**src/sv/twss_pkg.sv**
```systemverilog
// Shared types and codes for the time-weighted SNR statistics block.
// No dependencies; every other file but twss_fifo imports this package.
package twss_pkg;

  localparam int FIELD_BITS = 32;
  localparam int SUM_BITS   = 64;

  // Request codes carried in req_type
  localparam logic [1:0] REQ_START  = 2'd0;
  localparam logic [1:0] REQ_SAMPLE = 2'd1;
  localparam logic [1:0] REQ_QUERY  = 2'd2;

  // Decoded command handed from front to back
  typedef enum logic [1:0] {
    CMD_START,
    CMD_SAMPLE,
    CMD_QUERY,
    CMD_NOP
  } cmd_t;

  typedef struct packed {
    logic [1:0]            req_type;
    logic [FIELD_BITS-1:0] now_time;
    logic [FIELD_BITS-1:0] snr_value;
  } in_item_t;

  typedef struct packed {
    logic [FIELD_BITS-1:0] min_snr;
    logic [FIELD_BITS-1:0] max_snr;
    logic [FIELD_BITS-1:0] mean_snr;
  } out_item_t;

  typedef struct packed {
    cmd_t                  cmd;
    logic [FIELD_BITS-1:0] now;
    logic [FIELD_BITS-1:0] snr;
  } cmd_item_t;

endpackage

```
**src/sv/twss_fifo.sv**
```systemverilog
// Two-entry queue used between front and back and on the result side.
// Depends on nothing but its WIDTH parameter.
module twss_fifo #(
  parameter int WIDTH = 8
) (
  input  logic             clk,
  input  logic             rst_n,
  input  logic             push,
  input  logic [WIDTH-1:0] din,
  output logic             full,
  input  logic             pop,
  output logic [WIDTH-1:0] dout,
  output logic             empty
);

  logic [WIDTH-1:0] mem_r [2];
  logic             wr_ptr_r;
  logic             rd_ptr_r;
  logic [1:0]       count_r;
  logic             do_push;
  logic             do_pop;

  assign full    = (count_r == 2'd2);
  assign empty   = (count_r == 2'd0);
  assign do_push = push && !full;
  assign do_pop  = pop && !empty;
  assign dout    = mem_r[rd_ptr_r];

  // Storage, no reset needed
  always_ff @(posedge clk) begin
    if (do_push) begin
      mem_r[wr_ptr_r] <= din;
    end
  end

  // Pointers and fill level
  always_ff @(posedge clk) begin
    if (!rst_n) begin
      wr_ptr_r <= 1'b0;
      rd_ptr_r <= 1'b0;
      count_r  <= 2'd0;
    end else begin
      if (do_push) wr_ptr_r <= !wr_ptr_r;
      if (do_pop)  rd_ptr_r <= !rd_ptr_r;
      if (do_push && !do_pop) begin
        count_r <= count_r + 2'd1;
      end else if (do_pop && !do_push) begin
        count_r <= count_r - 2'd1;
      end
    end
  end

  a_count_bound: assert property (@(posedge clk) disable iff (!rst_n)
    count_r != 2'd3)
    else $error("fifo fill level out of range");

endmodule

```
**src/sv/twss_front.sv**
```systemverilog
// Front end: accepts input transactions, decodes the request and masks fields.
// Depends on twss_pkg and twss_fifo.
module twss_front import twss_pkg::*; #(
  parameter int SNR_BITS  = 32,
  parameter int TIME_BITS = 32
) (
  input  logic      clk,
  input  logic      rst_n,
  input  logic      in_push,
  input  in_item_t  in_data,
  output logic      in_full,
  input  logic      cmd_pop,
  output cmd_item_t cmd_item,
  output logic      cmd_empty
);

  localparam logic [FIELD_BITS-1:0] SNR_MASK  =
    FIELD_BITS'((64'd1 << SNR_BITS) - 64'd1);
  localparam logic [FIELD_BITS-1:0] TIME_MASK =
    FIELD_BITS'((64'd1 << TIME_BITS) - 64'd1);

  cmd_item_t enq_item;
  logic [$bits(cmd_item_t)-1:0] deq_bits;

  // Decode request kind and drop unused upper bits
  always_comb begin
    enq_item.now = in_data.now_time & TIME_MASK;
    enq_item.snr = in_data.snr_value & SNR_MASK;
    unique case (in_data.req_type)
      REQ_START:  enq_item.cmd = CMD_START;
      REQ_SAMPLE: enq_item.cmd = CMD_SAMPLE;
      REQ_QUERY:  enq_item.cmd = CMD_QUERY;
      default:    enq_item.cmd = CMD_NOP;
    endcase
  end

  twss_fifo #(.WIDTH($bits(cmd_item_t))) u_cmd_q (
    .clk   (clk),
    .rst_n (rst_n),
    .push  (in_push),
    .din   (enq_item),
    .full  (in_full),
    .pop   (cmd_pop),
    .dout  (deq_bits),
    .empty (cmd_empty)
  );

  assign cmd_item = cmd_item_t'(deq_bits);

endmodule

```
**src/sv/twss_div.sv**
```systemverilog
// Bit-serial restoring divider: 64-bit sum over a D_BITS span,
// quotient saturated to Q_BITS. Depends on twss_pkg.
module twss_div import twss_pkg::*; #(
  parameter int Q_BITS = 32,
  parameter int D_BITS = 32
) (
  input  logic                clk,
  input  logic                rst_n,
  input  logic                start,
  input  logic [SUM_BITS-1:0] dividend,
  input  logic [D_BITS-1:0]   divisor,
  output logic                done,
  output logic [Q_BITS-1:0]   quotient
);

  localparam int HI_BITS = SUM_BITS - Q_BITS;
  localparam int CNT_W   = $clog2(Q_BITS + 1);

  logic [D_BITS-1:0]  rem_r;
  logic [D_BITS-1:0]  div_r;
  logic [Q_BITS-1:0]  quo_r;
  logic [CNT_W-1:0]   cnt_r;
  logic               busy_r;
  logic               done_r;
  logic [HI_BITS-1:0] hi;
  logic               sat;
  logic [D_BITS:0]    shifted;
  logic [D_BITS:0]    diff;
  logic               ge;

  // Quotient overflows Q_BITS exactly when the upper part reaches the divisor
  assign hi  = dividend[SUM_BITS-1:Q_BITS];
  assign sat = (hi >= HI_BITS'(divisor));

  // One quotient bit per cycle
  assign shifted = {rem_r, quo_r[Q_BITS-1]};
  assign diff    = shifted - {1'b0, div_r};
  assign ge      = (shifted >= {1'b0, div_r});

  always_ff @(posedge clk) begin
    if (!rst_n) begin
      busy_r <= 1'b0;
      done_r <= 1'b0;
      cnt_r  <= '0;
      rem_r  <= '0;
      div_r  <= '0;
      quo_r  <= '0;
    end else begin
      done_r <= 1'b0;
      if (start) begin
        div_r <= divisor;
        if (sat) begin
          quo_r  <= '1;
          done_r <= 1'b1;
        end else begin
          rem_r  <= hi[D_BITS-1:0];
          quo_r  <= dividend[Q_BITS-1:0];
          cnt_r  <= CNT_W'(Q_BITS);
          busy_r <= 1'b1;
        end
      end else if (busy_r) begin
        rem_r <= ge ? diff[D_BITS-1:0] : shifted[D_BITS-1:0];
        quo_r <= {quo_r[Q_BITS-2:0], ge};
        cnt_r <= cnt_r - CNT_W'(1);
        if (cnt_r == CNT_W'(1)) begin
          busy_r <= 1'b0;
          done_r <= 1'b1;
        end
      end
    end
  end

  assign done     = done_r;
  assign quotient = quo_r;

  a_rem_below_div: assert property (@(posedge clk) disable iff (!rst_n)
    busy_r |-> (rem_r < div_r))
    else $error("partial remainder not below divisor");

  a_no_restart: assert property (@(posedge clk) disable iff (!rst_n)
    start |-> (!busy_r && !done_r))
    else $error("divider restarted while in use");

endmodule

```
**src/sv/twss_back.sv**
```systemverilog
// Back end: holds the statistics, folds intervals and drives the divider.
// Depends on twss_pkg and twss_div.
module twss_back import twss_pkg::*; #(
  parameter int SNR_BITS  = 32,
  parameter int TIME_BITS = 32
) (
  input  logic      clk,
  input  logic      rst_n,
  input  cmd_item_t cmd_item,
  input  logic      cmd_empty,
  output logic      cmd_pop,
  output out_item_t res_item,
  output logic      res_push,
  input  logic      res_full
);

  localparam int PROD_BITS = SNR_BITS + TIME_BITS;

  typedef enum logic [2:0] {
    S_IDLE,
    S_MUL,
    S_ADD,
    S_CHK,
    S_DIV,
    S_OUT
  } state_t;

  state_t                 state_r;
  logic [SNR_BITS-1:0]    min_r;
  logic [SNR_BITS-1:0]    max_r;
  logic [SNR_BITS-1:0]    mean_r;
  logic [SNR_BITS-1:0]    last_r;
  logic [TIME_BITS-1:0]   start_tick_r;
  logic [TIME_BITS-1:0]   last_tick_r;
  logic [SUM_BITS-1:0]    sum_r;
  logic [SNR_BITS-1:0]    next_level_r;
  logic [TIME_BITS-1:0]   now_r;
  logic [TIME_BITS-1:0]   elapsed_r;
  logic [TIME_BITS-1:0]   span_r;
  logic [PROD_BITS-1:0]   prod_r;
  logic [TIME_BITS-1:0]   cmd_now;
  logic [SNR_BITS-1:0]    cmd_snr;
  logic [SUM_BITS:0]      total;
  logic                   div_start;
  logic                   div_done;
  logic [SNR_BITS-1:0]    div_quo;

  assign cmd_now = cmd_item.now[TIME_BITS-1:0];
  assign cmd_snr = cmd_item.snr[SNR_BITS-1:0];
  assign cmd_pop = (state_r == S_IDLE) && !cmd_empty;
  assign total   = {1'b0, sum_r} + (SUM_BITS + 1)'(prod_r);

  assign div_start = (state_r == S_CHK) && (span_r != '0);
  assign res_push  = (state_r == S_OUT) && !res_full;

  assign res_item.min_snr  = FIELD_BITS'(min_r);
  assign res_item.max_snr  = FIELD_BITS'(max_r);
  assign res_item.mean_snr = FIELD_BITS'(mean_r);

  twss_div #(.Q_BITS(SNR_BITS), .D_BITS(TIME_BITS)) u_div (
    .clk      (clk),
    .rst_n    (rst_n),
    .start    (div_start),
    .dividend (sum_r),
    .divisor  (span_r),
    .done     (div_done),
    .quotient (div_quo)
  );

  // Sequencer and statistics registers
  always_ff @(posedge clk) begin
    if (!rst_n) begin
      state_r      <= S_IDLE;
      min_r        <= '0;
      max_r        <= '0;
      mean_r       <= '0;
      last_r       <= '0;
      start_tick_r <= '0;
      last_tick_r  <= '0;
      sum_r        <= '0;
      next_level_r <= '0;
      now_r        <= '0;
      elapsed_r    <= '0;
      span_r       <= '0;
      prod_r       <= '0;
    end else begin
      unique case (state_r)
        S_IDLE: begin
          // Take one command and decide whether an interval closes
          if (!cmd_empty) begin
            now_r     <= cmd_now;
            elapsed_r <= cmd_now - last_tick_r;
            span_r    <= cmd_now - start_tick_r;
            unique case (cmd_item.cmd)
              CMD_START: begin
                min_r        <= cmd_snr;
                max_r        <= cmd_snr;
                mean_r       <= cmd_snr;
                last_r       <= cmd_snr;
                start_tick_r <= cmd_now;
                last_tick_r  <= cmd_now;
                sum_r        <= '0;
                state_r      <= S_OUT;
              end
              CMD_SAMPLE: begin
                next_level_r <= cmd_snr;
                state_r      <= S_MUL;
              end
              CMD_QUERY: begin
                next_level_r <= last_r;
                state_r      <= (cmd_now != last_tick_r) ? S_MUL : S_OUT;
              end
              default: state_r <= S_OUT;
            endcase
          end
        end
        S_MUL: begin
          // Weight the closing level by its duration; fold into min/max
          prod_r <= PROD_BITS'(last_r) * PROD_BITS'(elapsed_r);
          if (last_r > max_r) max_r <= last_r;
          if (last_r < min_r) min_r <= last_r;
          state_r <= S_ADD;
        end
        S_ADD: begin
          // Saturating accumulate
          sum_r   <= total[SUM_BITS] ? '1 : total[SUM_BITS-1:0];
          state_r <= S_CHK;
        end
        S_CHK: begin
          // Zero span keeps the old mean
          last_r      <= next_level_r;
          last_tick_r <= now_r;
          state_r     <= (span_r != '0) ? S_DIV : S_OUT;
        end
        S_DIV: begin
          if (div_done) begin
            mean_r  <= div_quo;
            state_r <= S_OUT;
          end
        end
        S_OUT: begin
          if (!res_full) state_r <= S_IDLE;
        end
        default: state_r <= S_IDLE;
      endcase
    end
  end

  a_min_le_max: assert property (@(posedge clk) disable iff (!rst_n)
    min_r <= max_r)
    else $error("minimum above maximum");

  a_div_follow: assert property (@(posedge clk) disable iff (!rst_n)
    div_start |=> (state_r == S_DIV))
    else $error("divider started outside the divide sequence");

endmodule

```
**src/sv/time_weighted_snr_stats.sv**
```systemverilog
// Top level of the time-weighted SNR statistics block.
// Depends on twss_pkg, twss_front, twss_back and twss_fifo.
//
// Each input transaction (start, sample or query) yields exactly one result
// with min, max and time-weighted mean SNR. A two-entry command queue in front
// and a two-entry result queue behind let both sides run on their own. Start
// requests, unused codes and queries at an unchanged time go from the idle
// state straight to the output state in the back end. A sample, or a query
// after time advanced, passes through multiply, saturating add and a check
// of the span, then a bit-serial divider that retires one mean bit per cycle;
// a saturated mean skips the bit-serial steps and a zero span since start
// skips the divide. Items are processed one at a time in arrival order.
module time_weighted_snr_stats import twss_pkg::*; #(
  parameter int SNR_BITS  = 32,
  parameter int TIME_BITS = 32
) (
  input  logic      clk,
  input  logic      rst_n,
  input  logic      in_push,
  input  in_item_t  in_data,
  output logic      in_full,
  input  logic      out_pop,
  output out_item_t out_data,
  output logic      out_empty
);

  cmd_item_t cmd_item;
  logic      cmd_empty;
  logic      cmd_pop;
  out_item_t res_item;
  logic      res_push;
  logic      res_full;
  logic [$bits(out_item_t)-1:0] res_bits;

  twss_front #(.SNR_BITS(SNR_BITS), .TIME_BITS(TIME_BITS)) u_front (
    .clk       (clk),
    .rst_n     (rst_n),
    .in_push   (in_push),
    .in_data   (in_data),
    .in_full   (in_full),
    .cmd_pop   (cmd_pop),
    .cmd_item  (cmd_item),
    .cmd_empty (cmd_empty)
  );

  twss_back #(.SNR_BITS(SNR_BITS), .TIME_BITS(TIME_BITS)) u_back (
    .clk       (clk),
    .rst_n     (rst_n),
    .cmd_item  (cmd_item),
    .cmd_empty (cmd_empty),
    .cmd_pop   (cmd_pop),
    .res_item  (res_item),
    .res_push  (res_push),
    .res_full  (res_full)
  );

  // Result queue
  twss_fifo #(.WIDTH($bits(out_item_t))) u_res_q (
    .clk   (clk),
    .rst_n (rst_n),
    .push  (res_push),
    .din   (res_item),
    .full  (res_full),
    .pop   (out_pop),
    .dout  (res_bits),
    .empty (out_empty)
  );

  assign out_data = out_item_t'(res_bits);

endmodule
```
**config.mk**
```make
export PLATFORM = sky130hd
export DESIGN_NAME = time_weighted_snr_stats
export DESIGN_NICKNAME = d
export VERILOG_FILES = /design/src/sv/twss_pkg.sv /design/src/sv/twss_fifo.sv /design/src/sv/twss_front.sv /design/src/sv/twss_div.sv /design/src/sv/twss_back.sv /design/src/sv/time_weighted_snr_stats.sv
export SDC_FILE = /design/constraint.sdc
export NUM_CORES = 2
export LEC_CHECK = 0
export BUFFER_PORTS_ARGS = -buffer_cell sky130_fd_sc_hd__buf_2
export CAP_MARGIN = 0
export CELL_PAD_IN_SITES_DETAIL_PLACEMENT = 1
export CELL_PAD_IN_SITES_GLOBAL_PLACEMENT = 1
export CORE_MARGIN = 8
export CORE_UTILIZATION = 51
export DETAILED_ROUTE_END_ITERATION = 8
export PLACE_DENSITY = 0.92
export SYNTH_ARGS = -nofsm -noshare
export SYNTH_HDL_FRONTEND = slang
export SYNTH_HIERARCHICAL = 1
export SYNTH_SLANG_ARGS = --single-unit
```
**constraint.sdc**
```tcl
create_clock -name clk -period 9.8 [get_ports clk]
set_input_delay 0.49 -clock clk [delete_from_list [all_inputs] [get_ports clk]]
set_output_delay 0.49 -clock clk [all_outputs]
set_load 0.1 [all_outputs]
```
# Yosys cells after proc, flatten, opt, wreduce, memory -nomap -nowiden
# Memories as Yosys holds them, arrays and structs flattened. A register that Yosys moved wholly into a read port is not among the register bits.
# Cells that the tools add are included.
# totals
elab_cells,164
ramBits,324
memories,2
input_bits,70
out_inout_bits,98
register_bits,563
# mem_list
name,depth,width,read_ports,rd_clocked_by_memory_dff,wr,line_no,text
u_res_q.mem_r,2,96,1,1,1,twss_fifo.sv:16,logic [WIDTH-1:0] mem_r [2];
u_front.u_cmd_q.mem_r,2,66,1,1,1,twss_fifo.sv:16,
# classes
n_mux,55
n_reduce_logical,47
addsub,9
n_mul,1
n_bitwise,1
n_eq_ne,20
magnitude_cmp,4
# op_table
op,count
two-way mux 32 bit,14
one-hot mux 32 bit (2 select lines),6
two-way mux 64 bit,3
one-hot mux 64 bit (2 select lines),1
subtractor 32 bit,3
adder 64 x 64 -> 65 bit,1
multiplier 32 x 32 -> 64 bit,1
>= comparator 33 x 32 -> 1 bit,1
>= comparator 32 bit,1
greater-than comparator 32 bit,1
less-than comparator 32 bit,1
!= test 32 bit,1
nonzero test 32 bit,1
two-way mux 6 bit,3
one-hot mux 3 bit (6 select lines),1
two-way mux 1 bit,17
nonzero test 2 bit,8
AND reduction 3 bit,5
logical NOT 1 bit,12
two-way mux 3 bit,4
AND reduction 4 bit,3
logical AND 1 bit,11
"!= test 2 bit, second input constant",5
"equality test 2 bit, second input constant",4
16 further kinds,29

# Logic depth before layout (Yosys ltp)
# logic_depth
word_depth,8
ltp_mapped,32
ltp_nobuf,29

# By module
# Netlist, hierarchy kept.
# by_module_without_submodules
module,cells_per_inst,instances,area_per_inst_um2,seq_area_each_um2
twss_back,6926,1,58996.6,9028.7
twss_div,914,1,7687.4,2082.0
twss_fifo at u_res_q,324,1,7323.3,5865.6
twss_fifo at u_front.u_cmd_q,230,1,5003.5,4063.9
twss_front,2,1,7.5,0.0

# Worst setup path after synthesis
# Ideal clock, no wire load.
# synth_path
path_kind,reg2reg
startpoint,register u_back.last_r[9]
endpoint,register u_back.prod_r[51]
required_ns,9.730
path_buffers,3
synth_period_minus_slack_ns,7.494
setup_slack_ns,2.306
stages_incl_launch_ff,32
setup_time_ns,0.070
t_arrival_ns,7.423
cell_sequence,dfxtp_1 > clkbuf_1 > clkbuf_1 > nand2_1 > fa_1 > inv_1 > fa_1 > fa_1 > inv_1 > fa_1 > inv_1 > fa_1 > inv_1 > fa_1 > inv_1 > fa_1 > inv_1 > fa_1 > inv_1 > ha_1 > clkbuf_2 > and3_1 > a221oi_1 > and4b_1 > a311oi_2 > o31ai_1 > a21oi_1 > o21ai_1 > a31oi_1 > xnor2_1 > nand2_1 > a21oi_1
# synth_via
elab_chain_len,1
# synth_lines
element,line_no,text
"start, declared",twss_back.sv:32,logic [SNR_BITS-1:0] last_r;
"start signal, assigned",twss_back.sv:99,last_r <= cmd_snr;
"start signal, assigned",twss_back.sv:131,last_r <= next_level_r;
multiplier 32 x 32 -> 64 bit,twss_back.sv:119,prod_r <= PROD_BITS'(last_r) * PROD_BITS'(elapsed_r);
"end signal, assigned",twss_back.sv:119,
"end, declared",twss_back.sv:40,logic [PROD_BITS-1:0] prod_r;
# No other way between the ends.
# A chain may end at the register's enable or synchronous reset.

# Final worst setup path
# layout_path
startpoint,register u_back.last_r[9]
endpoint,register u_back.prod_r[57]
# The elaborated chain is that of the path after synthesis.

==> results.py <==
metrics = {
    "status": {
        "outcome": "finished, final reports clean",
    },
    "timing": {
        "fin_worst_skew_ns": 0.07447,
        "finalHoldViolations": 0,
        "whs_ns": 0.04602,
        "tns_ns": 0,
        "fmax_ghz": 0.1050,
        "rsz0062_at_grt": "false",
        "relSlewSlack": 0.01576,
        "finalCritPeriodShare": 0.9719,
        "slew_violations": 0,
        "setup_violations": 0,
        "fin_crit_ns": 9.524,
        "worst_pin_slew_ns": 1.474,
    },
    "logic_synthesis": {
        "yosys.area.top_type": "fa_1",
        "ys_warn_count": 6,
        "ys_seq_area_frac": 0.2663,
        "async_reset_ff_frac": 0,
        "synth_area_leaders": "fa_1 23%, dfxtp_1 14%, edfxtp_1 12%",
        "synth_area_per_cell_um2": 9.411,
        "syn_area_mm2": 0.07902,
        "synthDistinctLibCells": 108,
        "ys_ff_latch": 889,
        "syn_nets": 9889,
        "synth_edf_count": 324,
        "synthTopCellsByCount": "1,109 x inv_1, 1,016 x nand2_1, 900 x fa_1",
        "synth.most_common_cell": "inv_1",
        "synth_top_cell_area_share": 0.2280,
        "synth-main-ff-cell": "dfxtp_1",
        "syn_inst": 8396,
    },
    "setup_path": {
        "cpMaxStageDelayCell": "dfxtp_1",
        "start_kind": "register",
        "cp.required_ns": 10.45,
        "endpoint": "u_back/prod_r[57]",
        "cp_max_fo": 25,
        "endpoint_kind": "register",
        "path_buf_inv": 3,
        "worstSetupPathType": "reg2reg",
        "cpMostUsedCell": "fa_1",
        "r2r_setup_slack_ns": 0.28,
        "cp.arrival_ns": 10.17,
        "crit_path_start": "u_back/last_r[9]",
        "path_cells": "buf_4 > and2_1 > fa_1 > inv_1 > fa_1 > inv_1 > fa_1 > fa_1 > fa_1 > fa_1 > fa_1 > fa_1 > ha_1 > nand3_1 > nor2_1 > and4_1 > nand3_1 > a2111oi_2 > nor3_2 > o31ai_2 > o22ai_1 > o21ai_1 > nand4_1 > o211ai_1",
        "critPathTopFamily": "adder cells",
        "worstReg2RegStart": "u_back/last_r[9]",
        "max_stage_delay_ns": 1.16,
        "worstRegToRegCells": 24,
        "crit_cells": 24,
        "reg2reg_to": "u_back/prod_r[57]",
    },
    "global_routing": {
        "grt_pass1_wl_um": 460900,
        "antenna_found_initial": 13,
        "grt_max_degree": 186,
        "grt_overflow_total": 0,
        "grt_pass1_vias": 74270,
        "gr-usage-all-layers": 0.3568,
    },
    "power": {
        "total_leakage_power_uw": 0.03822,
        "vdd_ir_drop_max_v": 0.0001799,
        "p_per_area_mw_per_mm2": 268.6,
        "power_uw": 22940,
    },
    "clock_tree": {
        "holdBufCountCts": 65,
        "post_cts_resized": 0,
        "cts.clk_slew.worst_paths_ns": 0.08,
        "clockRootBuffer": "clkbuf_16",
        "htree_levels": 3,
        "clock_path_buffers": 3,
        "postCtsSetupRepairBufs": 0,
        "cts_tree": "built",
        "cts.sinks": 889,
        "cts-buffers-inserted": 92,
        "clock_latency_ns": 0.79,
    },
    "floorplan": {
        "initial_utilization": 0.5129,
        "io_pins": 168,
        "rows": 144,
        "dieArea_mm2": 0.1678,
        "core_mm2": 0.1540,
        "fp.dieH_um": 409.6,
        "fp.dieW_um": 409.6,
    },
    "route": {
        "drt_iter0_markers": 6702,
        "ant_nets": 0,
        "avgRoutedWirePerCell_um": 29.30,
        "wl_um": 306900,
        "vias": 66720,
        "via_per_inst": 6.370,
        "drc_errors": 0,
        "drt_first_pass_iters": 7,
    },
    "place": {
        "portBuffers": 167,
        "dp_hpwl_um": 213200,
        "gp_congestion": 0.9669,
    },
    "finish": {
        "drive_gt1_frac": 0.08266,
        "synthToLayoutAreaGrowth_pct": 8.055,
        "nets": 9836,
    },
    "min_path": {
        "hp-start": "in_data[65]",
        "hold_class": "in2reg",
    },
    "run": {
        "maxCapViolCount": 0,
    },
}
## state kept, by name, summed over array words and instances, names as in the netlist, 2 cells and up, named ones only
register                 cells
u_back/u_div/rem_r          32
u_back/elapsed_r            32
u_back/start_tick_r         32
u_back/sum_r                64
u_back/u_div/div_r          32
u_back/min_r                32
u_back/now_r                32
u_back/last_tick_r          32
u_back/last_r               32
u_back/u_div/quotient       32
u_back/next_level_r         32
u_front/u_cmd_q/count_r      2
u_back/mean_r               32
u_back/max_r                32
u_back/state_r               3
u_back/span_r               32
u_front/u_cmd_q/mem_r      132
u_back/u_div/cnt_r           6
u_res_q/count_r              2
u_back/prod_r               64
u_res_q/mem_r              192
## worst min path at each step
stage | cells after the start | slack, ns | endpoint
3_3_place_gp | 0 | 0.43 | u_res_q/mem_r[0][26]
4_1_cts | 1 | 0.002 | u_front/u_cmd_q/mem_r[1][65]
6_report | 1 | 0.05 | u_front/u_cmd_q/mem_r[1][65]
5_1_grt | 1 | 0.01 | u_front/u_cmd_q/mem_r[1][65]
3_5_place_dp | 0 | 0.44 | u_res_q/mem_r[1][21]
2_1_floorplan | 0 | 0.43 | u_res_q/mem_r[0][33]
## worst register-to-register path, cell delays in order, from the launching register on
cell	delay [ns]
dfxtp_1	1.16
buf_4	0.41
and2_1	0.19
fa_1	0.41
inv_1	0.16
fa_1	0.47
inv_1	0.10
fa_1	0.46
fa_1	0.58
fa_1	0.64
fa_1	0.50
fa_1	0.42
fa_1	0.48
ha_1	0.47
nand3_1	0.26
nor2_1	0.32
and4_1	0.30
nand3_1	0.14
a2111oi_2	0.58
nor3_2	0.17
o31ai_2	0.49
o22ai_1	0.25
o21ai_1	0.23
nand4_1	0.12
o211ai_1	0.12
## cells by family (layout without fill, tap and decap cells)
logic type,Yosys count,after routing,share of synthesized area
simple gates,2441,2441,0.1483
buf+inv,1628,1652,0.07952
compound gates,1452,1452,0.1217
fa+ha+maj,1423,1423,0.3108
flops,889,889,0.2663
mux,378,378,0.05293
xor+xnor,185,185,0.02051
other cells,0,11,0
## where the power goes
| group | internal, µW | switching [µW] |
|---|---|---|
| Clock | 2130 | 1760 |
| Sequential | 4620 | 1470 |
| Combinational | 4250 | 8710 |
| Total | 11000 | 11900 |
## per-stage QoR
step / utilization / cells / instance area, µm² / worst slack (ns)
2_1_floorplan: - / 8396 / 79020 / 2.306
3_3_place_gp: 0.5289 / 10230 / 81480 / 1.135
3_5_place_dp: 0.5289 / 10230 / 81480 / 0.6594
4_1_cts: 0.5541 / 10460 / 85350 / 0.5786
5_1_grt: 0.5541 / 10460 / 85360 / 0.1921
6_report: 0.5543 / 10480 / 85380 / 0.2758
## metal layers
| metal | up-vias | global-route usage | part of all wire |
|---|---|---|---|
| li1 | 27440 | - | - |
| met1 | 33330 | 0.3916 | 0.34 |
| met2 | 4233 | 0.5955 | 0.48 |
| met3 | 1713 | 0.07817 | 0.083 |
| met4 | 8 | 0.2869 | 0.10 |
| met5 | - | 0 | 0.00019 |
## final cells by class
class | instances | area, µm²
Fill cell | 17200 | 68660
Multi-Input combinational cell | 5879 | 51820
Sequential cell | 889 | 21050
Inverter | 1112 | 4182
Tap cell | 2044 | 2557
Timing Repair Buffer | 369 | 2530
Clock buffer | 126 | 2520
Clock inverter | 45 | 699.4
Antenna cell | 11 | 27.53
## cell usage in the layout, fill, tap and decap left out, types with 124 or more instances in the layout
cell and instances:
xnor2_1 124, a211oi_1 228, a21o_1 188, and2_1 619
mux2i_1 179, a21oi_1 466, fa_1 900, ha_1 522
buf_2 166, buf_4 137, nand2_1 1013, dfxtp_1 561
o21ai_0 150, edfxtp_1 324, inv_1 1108, nor2_1 379
(Power assumes the default switching activity.)
